$ cat config.mk
export PLATFORM = sky130hd
export DESIGN_NAME = hnc_match
export DESIGN_NICKNAME = d
export VERILOG_FILES = /design/src/rtl/hnc_pkg.sv /design/src/rtl/hnc_match.sv
export SDC_FILE = /design/constraint.sdc
export NUM_CORES = 1
export LEC_CHECK = 0
export BUFFER_PORTS_ARGS = -buffer_cell sky130_fd_sc_hd__buf_4
export CORE_ASPECT_RATIO = 1.2
export CORE_UTILIZATION = 27
export DETAILED_ROUTE_END_ITERATION = 10
export PLACE_DENSITY = 0.51
export SYNTH_ARGS = -nofsm -noshare
export SYNTH_HDL_FRONTEND = slang
export SYNTH_SLANG_ARGS = --single-unit
$ cat constraint.sdc
create_clock -name clk -period 4.3 [get_ports clk]
set_input_delay 0.645 -clock clk [delete_from_list [all_inputs] [get_ports clk]]
set_output_delay 0.645 -clock clk [all_outputs]
set_load 0.03 [all_outputs]
$ cat src/rtl/hnc_pkg.sv
// Shared constants, payload types and helper functions of the nearest-codeword search.
package hnc_pkg;

	localparam int MAX_ENTRIES = 1024;
	localparam int DESC_BITS   = 256;
	localparam int VEC_WORDS   = (DESC_BITS + 63) / 64;
	localparam int TOP_BITS    = DESC_BITS - 64 * (VEC_WORDS - 1);
	localparam int ENT_W       = 10;
	localparam int WRD_W       = 2;
	localparam int CFG_W       = 11;
	localparam int ID_W        = 16;
	localparam int CW_DEPTH    = MAX_ENTRIES * VEC_WORDS;
	localparam int CW_AW       = $clog2(CW_DEPTH);
	localparam int DIST_W      = $clog2(DESC_BITS + 1);
	localparam int PADDR_W     = 3;

	localparam logic [7:0] DIST_CLIP = 8'd255;
	localparam logic [PADDR_W-3:0] REG_ENTRIES_IN_USE = '0;

	typedef enum logic {
		OP_LOAD  = 1'b0,
		OP_QUERY = 1'b1
	} op_t;

	typedef enum logic [1:0] {
		ST_IDLE,
		ST_SEARCH,
		ST_DRAIN,
		ST_RESULT
	} state_t;

	typedef struct packed {
		op_t               op;
		logic [ENT_W-1:0]  entry_index;
		logic [WRD_W-1:0]  word_index;
		logic [63:0]       vector_word;
		logic [ID_W-1:0]   entry_id;
		logic              query_last;
	} in_word_t;

	typedef struct packed {
		logic [ID_W-1:0] best_id;
		logic [7:0]      best_distance;
		logic            found;
	} out_word_t;

	typedef struct packed {
		logic valid;
		logic first;
		logic last;
	} ctl_t;

	function automatic logic [63:0] word_mask(input logic [WRD_W-1:0] w);
		logic [63:0] m;
		if ((int'(w) + 1 < VEC_WORDS) || (TOP_BITS >= 64)) begin
			m = '1;
		end else begin
			m = (64'd1 << (TOP_BITS % 64)) - 64'd1;
		end
		return m;
	endfunction

	function automatic logic [3:0] byte_count(input logic [7:0] b);
		logic [3:0] n;
		n = '0;
		for (int i = 0; i < 8; i++) begin
			n = n + 4'(b[i]);
		end
		return n;
	endfunction

endpackage

$ cat src/rtl/hnc_match.sv
// Distance pipeline: per-word bit count, per-entry accumulation and best-match tracking.
module hnc_match import hnc_pkg::*; (
	input  logic            clk,
	input  logic            arst_n,
	input  logic            clear,
	input  ctl_t            ctl_in,
	input  logic [63:0]     diff,
	input  logic [ID_W-1:0] id_in,
	output logic            busy,
	output out_word_t       best
);

	ctl_t            ctl_s2;
	logic [3:0]      bytes_s2 [8];
	logic [ID_W-1:0] id_s2;
	ctl_t            ctl_s3;
	logic [6:0]      wcnt_s3;
	logic [ID_W-1:0] id_s3;

	logic [DIST_W-1:0] acc_q;
	logic [DIST_W-1:0] best_d_q;
	logic [ID_W-1:0]   best_id_q;
	logic              any_q;

	logic [3:0]        bytes_d [8];
	logic [6:0]        wcnt_d;
	logic [DIST_W-1:0] acc_d;
	logic              better;

	always_comb begin
		for (int i = 0; i < 8; i++) begin
			bytes_d[i] = byte_count(diff[8*i +: 8]);
		end
	end

	always_comb begin
		wcnt_d = '0;
		for (int i = 0; i < 8; i++) begin
			wcnt_d = wcnt_d + 7'(bytes_s2[i]);
		end
	end

	always_comb begin
		acc_d = (ctl_s3.first ? '0 : acc_q) + DIST_W'(wcnt_s3);
		better = !any_q || (acc_d < best_d_q) || ((acc_d == best_d_q) && (id_s3 > best_id_q));
	end

	always_ff @(posedge clk or negedge arst_n) begin
		if (!arst_n) begin
			ctl_s2 <= '0;
			ctl_s3 <= '0;
			any_q  <= 1'b0;
		end else begin
			ctl_s2 <= ctl_in;
			ctl_s3 <= ctl_s2;
			if (clear) begin
				any_q <= 1'b0;
			end else if (ctl_s3.valid && ctl_s3.last && better) begin
				any_q <= 1'b1;
			end
		end
	end

	always_ff @(posedge clk) begin
		bytes_s2 <= bytes_d;
		id_s2    <= id_in;
		wcnt_s3  <= wcnt_d;
		id_s3    <= id_s2;
		if (ctl_s3.valid) begin
			acc_q <= acc_d;
			if (ctl_s3.last && better) begin
				best_d_q  <= acc_d;
				best_id_q <= id_s3;
			end
		end
	end

	assign busy = ctl_s2.valid | ctl_s3.valid;

	always_comb begin
		best.found = any_q;
		if (!any_q) begin
			best.best_id       = '0;
			best.best_distance = DIST_CLIP;
		end else begin
			best.best_id = best_id_q;
			if (int'(best_d_q) > int'(DIST_CLIP)) begin
				best.best_distance = DIST_CLIP;
			end else begin
				best.best_distance = 8'(best_d_q);
			end
		end
	end

endmodule

==> metrics.yaml, run 1 <==
timing:
  period_needed_ps: 3910
  post-route-period-util_pct: 90.9
  tns_ps: 0
  finalHoldViolCount: 0
  relSlewSlack_pct: 61.4
  fmax_mhz: 256
  setup_viol_count_final: 0
  tightestPinTransition_ps: 579
  maxSlewViolCount: 0
  skew_ps: 10.9
  rsz0062_at_grt: "false"
final_layout:
  fill_cells: 2119
  area_growth_pct: 25.0
  final_core_util_pct: 34.7
  final_nets: 829
  final_common_cell: "inv_1"
  drive_above_1_share_pct: 21.0
  final_cell_mix: "141 x inv_1, 111 x buf_4, 71 x dfxtp_1, 63 x ha_1, 56 x fa_1"
  antenna_cells: 0
synthesis:
  syn_area_per_cell_um2: 11.7
  netlist.area_leader.share_pct: 24.2
  synth_area_leaders: "dfxtp_1 24%, fa_1 19%, edfxtp_1 17%"
  syn_nets: 709
  synth_seq_cells: 112
  synth_top_area_cell: "dfxtp_1"
  netlist_area_um2: 5880
  ys_seq_area_share_pct: 44.5
  syn_inst: 504
  ys_warn_count: 0
  synth.distinct_cells: 34
placement:
  portBuffers: 111
  gp_congestion: 0.791
  hpwl_mm: 8.69
drt:
  first_pass_iters: 4
  ant_nets: 0
  dr_total_vias: 3592
  wl_per_cell_um: 11.6
  drc: 0
  vias_per_cell: 4.00
  initialDrtViolationCount: 139
  totalWireLength_mm: 10.4
clock_network:
  htree_levels: 3
  cts_sinks: 112
  worstSkewPairLatency_ps: 360
  cts_buffers: 9
  path_clk_slew_ps: 80
  ctsResizeCount: 0
  clockRootBuffer: "clkbuf_16"
  clockBufferDepth: 2
  hold_buffers: 0
  cts_tree: "built"
  cts_setup_buffers: 0
critical_path:
  worstSetupStartpointType: "flip-flop"
  path_max_fanout: 19
  reg2regPathDepth: 15
  rr_startpoint: "ctl_s3[1]"
  reg2reg_setup_slack_ps: 390
  cp-startpoint: "ctl_s3[1]"
  r2r_end: "best_id_q[11]"
  endpoint_kind: "flip-flop"
  worst_ep_arrival_time_ps: 3980
  crit_type: "reg2reg"
  required_ps: 4370
die:
  fp.dieW_um: 137
  ios: 112
  rows: 58
  initial_core_util_pct: 27.8
  die_y_um: 164
  design.core.area_um2: 21200
  die_area_um2: 22400
flow_run:
  drv_cap: 0
global_route:
  antenna_found_initial: 0
  grt.overflow.total: 0
  grt_pass1_wl_mm: 17.1
  grt_max_degree: 21
  first_global_vias: 3788
  grtUsageTotal_pct: 10.1
pwr:
  irDropWorstVdd_mv: 0.566
  power_leakage_nw: 3.64
  p_per_area_nw_per_um2: 723
outcome:
  status: "finished clean"
hold_path:
  min_path_type: "in2async"
[where the power goes]
group,switching (mW),leakage [nW],total [mW],internal (mW)
clock network,0.398,0.136,0.806,0.408
logic,1.60,2.50,2.96,1.35
registers,0.106,1.00,1.55,1.45
[routing by layer]
| metal | vias up | routed length [um] | global-route usage, % |
|---|---|---|---|
| li1 | 1793 | - | - |
| met1 | 1702 | 4170 | 10.4 |
| met2 | 86 | 5550 | 19.0 |
| met3 | 11 | 538 | 3.13 |
| met4 | 0 | 124 | 3.33 |
| met5 | - | 0 | 0 |
[worst max-delay path, cell delays in order, from the launching register on]
cell and delay, ps:
dfrtp_1 540, nor2b_1 90, ha_1 220, fa_1 400, a21o_1 190, a21oi_1 260
o21bai_1 110, a21oi_1 180, xnor2_1 200, ha_1 300, nand4_1 130, a21oi_1 60
o221a_2 240, o21ai_0 140, a32o_2 330, buf_12 200
[through the flow]
step | cells | hold slack (ps) | instance area [um2] | setup slack (ps) | power (mW)
floorplan | 504 | 310 | 5880 | 489 | 3.88
global placement | 883 | 310 | 7060 | 393 | 4.51
detailed placement | 883 | 312 | 7060 | 282 | 4.62
CTS | 899 | 60.9 | 7350 | 258 | 5.46
global route | 899 | 60.8 | 7350 | 71.4 | 6.01
finish | 899 | 79.3 | 7350 | 390 | 5.32
[layout make-up]
cell class              instances  area [um2]  area share [%]
clock inverters                 6        62.6           0.851
repair buffers                112         853            11.6
inverters                     141         529            7.20
flip-flops and latches        112        2620            35.6
well taps                     270         338            4.60
multi-input cells             248        2720            37.0
clock buffers                  10         229            3.12
[cell usage after synthesis]
master,count
inv_1,141
dfxtp_1,71
ha_1,63
fa_1,56
edfxtp_1,34
a21oi_1,22
nor2b_1,17
and2_1,16
xnor2_1,11
nand2_1,10
dfrtp_1,7
o21ai_0,7
a21o_1,6
nand4_1,6
xor2_1,5
nand3_1,4
nor2_1,4
nand2b_1,3
nor4_1,3
clkbuf_1,2
nor3_1,2
o21bai_1,2
a211o_1,1
a211oi_1,1
a221o_1,1
a32o_1,1
a41oi_2,1
and3_1,1
buf_4,1
mux2_2,1
nand3b_1,1
o21ai_1,1
o221a_2,1
or2_2,1
[worst max-delay path by stage]
stage / slack [ps] / depth (start not counted) / endpoint
finish: 390 / 15 / best_id_q[11]
global route: 70 / 15 / best_id_q[14]
CTS: 260 / 15 / best_id_q[11]
detailed placement: 280 / 15 / best_id_q[9]
global placement: 390 / 15 / best_id_q[9]
floorplan: 490 / 14 / best_d_q[0]
[state kept, by name, summed over array words and instances (netlist names)]
name       cells
id_s3         16
best_id_q     16
ctl_s3         3
ctl_s2         3
acc_q          9
id_s2         16
best_d_q       9
wcnt_s3        7
bytes_s2      32
any_q          1
[cells by family (layout without fill, tap and decap cells)]
| kind of cell | Yosys count | count (layout) | share of synthesized area [%] |
|---|---|---|---|
| buf+inv | 144 | 269 | 9.26 |
| mux | 1 | 1 | 0.191 |
| xor+xnor | 16 | 16 | 2.38 |
| simple gates | 68 | 68 | 6.53 |
| fa+ha+maj | 119 | 119 | 32.5 |
| flops | 112 | 112 | 44.5 |
| compound gates | 44 | 44 | 4.66 |
Note: power is estimated with default switching activity, not from simulation.
==> run 2, diff against run 1 <==
CELL_PAD_IN_SITES_DETAIL_PLACEMENT = 0   (was not set)
CELL_PAD_IN_SITES_GLOBAL_PLACEMENT = 1   (was not set)
PLACE_DENSITY = 0.6   (was 0.51)
==> run 2 against run 1 <==
Effect of this change: clock-buffer cell count rose by 2; clock skew fell by 5.0 ps; global-route usage rose by 0.34 points; first-iteration DRC count fell by 14%; maximum frequency rose by 0.56%; via count barely moved; core utilization barely moved; wire length rose by 1.3%; cell area fell by 0.10%.
==> metrics.yaml, run 2 (synthesized netlist as in run 1, its figures left out) <==
final_layout:
  top_register: "bytes_s2"
  multiInputGateArea_um2: 2720
  final_nets: 829
  antenna_cells: 0
  instances_no_fill: 899
  fill_cells: 2144
  final_cell_mix: "141 x inv_1, 111 x buf_4, 71 x dfxtp_1, 63 x ha_1, 56 x fa_1"
  register_area_um2: 2620
  area_growth_pct: 24.9
  largest_reg_flops: 32
  drive_above_1_share_pct: 20.8
  final_common_cell: "inv_1"
drt:
  dr_total_vias: 3594
  initialDrtViolationCount: 119
  vias_per_cell: 4.00
  wl_met2_mm: 5.62
  maxUsedRoutingLayer: "met4"
  first_pass_iters: 4
  route.met3.wl_um: 498
  wl_met1_mm: 4.26
  drc: 0
  ant_nets: 0
  wl_per_cell_um: 11.7
  totalWireLength_mm: 10.5
die:
  fp.dieW_um: 137
  design.core.area_um2: 21200
  die_y_um: 164
  ios: 112
  initial_core_util_pct: 27.8
  rows: 58
  die_area_um2: 22400
clock_network:
  cts_tree: "built"
  path_clk_slew_ps: 70
  worstSkewPairLatency_ps: 350
  clockRootBuffer: "clkbuf_16"
  cts_setup_buffers: 0
  cts_buffers: 9
  htree_levels: 3
  ctsResizeCount: 0
  hold_buffers: 0
  cts_sinks: 112
  clockBufferDepth: 2
global_route:
  grt_pass1_wl_mm: 17.9
  grtUsageTotal_pct: 10.4
  grt_max_degree: 24
  antenna_found_initial: 0
  grt.overflow.total: 0
  first_global_vias: 3936
timing:
  relSlewSlack_pct: 61.3
  setup_viol_count_final: 0
  tns_ps: 0
  period_needed_ps: 3890
  rsz0062_at_grt: "false"
  fmax_mhz: 257
  tightestPinTransition_ps: 580
  finalHoldViolCount: 0
  post-route-period-util_pct: 90.4
  skew_ps: 5.89
  maxSlewViolCount: 0
  worst_slack_ps: 412
critical_path:
  crit_type: "reg2reg"
  endpoint_kind: "flip-flop"
  worstSetupStartpointType: "flip-flop"
  worst_ep_arrival_time_ps: 3940
  path_max_fanout: 23
  required_ps: 4350
placement:
  portBuffers: 111
  hpwl_mm: 8.83
  place_ws_ps: 415
  gp_congestion: 0.748
  dp_cells: 883
pwr:
  power_leakage_nw: 3.63
  power_mw: 5.32
  p_per_area_nw_per_um2: 725
  irDropWorstVdd_mv: 0.542
outcome:
  status: "finished clean"
hold_path:
  min_path_type: "in2async"
flow_run:
  drv_cap: 0
==> run 2: changes by cell type in the layout (fill, tap and decap cells not counted), sizes merged <==
cell / change
clkbuf: +2
inv: -3
clkinv: +1
==> run 2: path summary, 6_finish.rpt <==
kind	end	slack [ps]	startpoint	cells after the start
worst max register to register	best_id_q[9]	410	ctl_s3[1]	15
worst min-delay path	ctl_s3[0]	100	arst_n	1
min in group clk	id_s3[6]	330	id_s2[6]	0
worst max-delay path	best_id_q[9]	410	ctl_s3[1]	15
worst min register to register	id_s3[6]	330	id_s2[6]	0
max in group asynchronous	ctl_s3[1]	4070	arst_n	1
==> run 2: layout make-up <==
type | count | area share (%)
clock inverters | 4 | 0.392
inverters | 141 | 7.21
flip-flops and latches | 112 | 35.7
multi-input cells | 248 | 37.0
well taps | 270 | 4.60
clock buffers | 12 | 3.49
repair buffers | 112 | 11.6
==> run 2: through the flow <==
stage          area (um2)  hold slack, ps  util, %
2_1_floorplan        5880             310        -
3_3_place_gp         7060             312     33.3
3_5_place_dp         7060             312     33.3
4_1_cts              7340            87.7     34.6
5_1_grt              7340            88.4     34.6
6_report             7340             102     34.6
==> run 2: per-layer routing <==
layer / vias to the layer above / GRT usage (%)
met4: 0 / 3.48
met3: 11 / 2.27
met5: - / 0
met1: 1705 / 11.5
met2: 74 / 19.5
li1: 1804 / -
==> run 2: power by group <==
| group | switching [mW] | leakage (nW) | internal [mW] |
|---|---|---|---|
| clock | 0.367 | 0.135 | 0.425 |
| combinational | 1.61 | 2.49 | 1.36 |
| sequential | 0.102 | 1.00 | 1.45 |
==> run 2: critical path, cell delays in order, from the launching register on <==
cell	delay, ps
dfrtp_1	520
nor2b_1	100
ha_1	220
fa_1	400
a21o_1	200
a21oi_1	270
o21bai_1	100
a21oi_1	170
xnor2_1	200
ha_1	300
nand4_1	120
a21oi_1	50
o221a_2	240
o21ai_0	180
a32o_1	300
buf_12	210
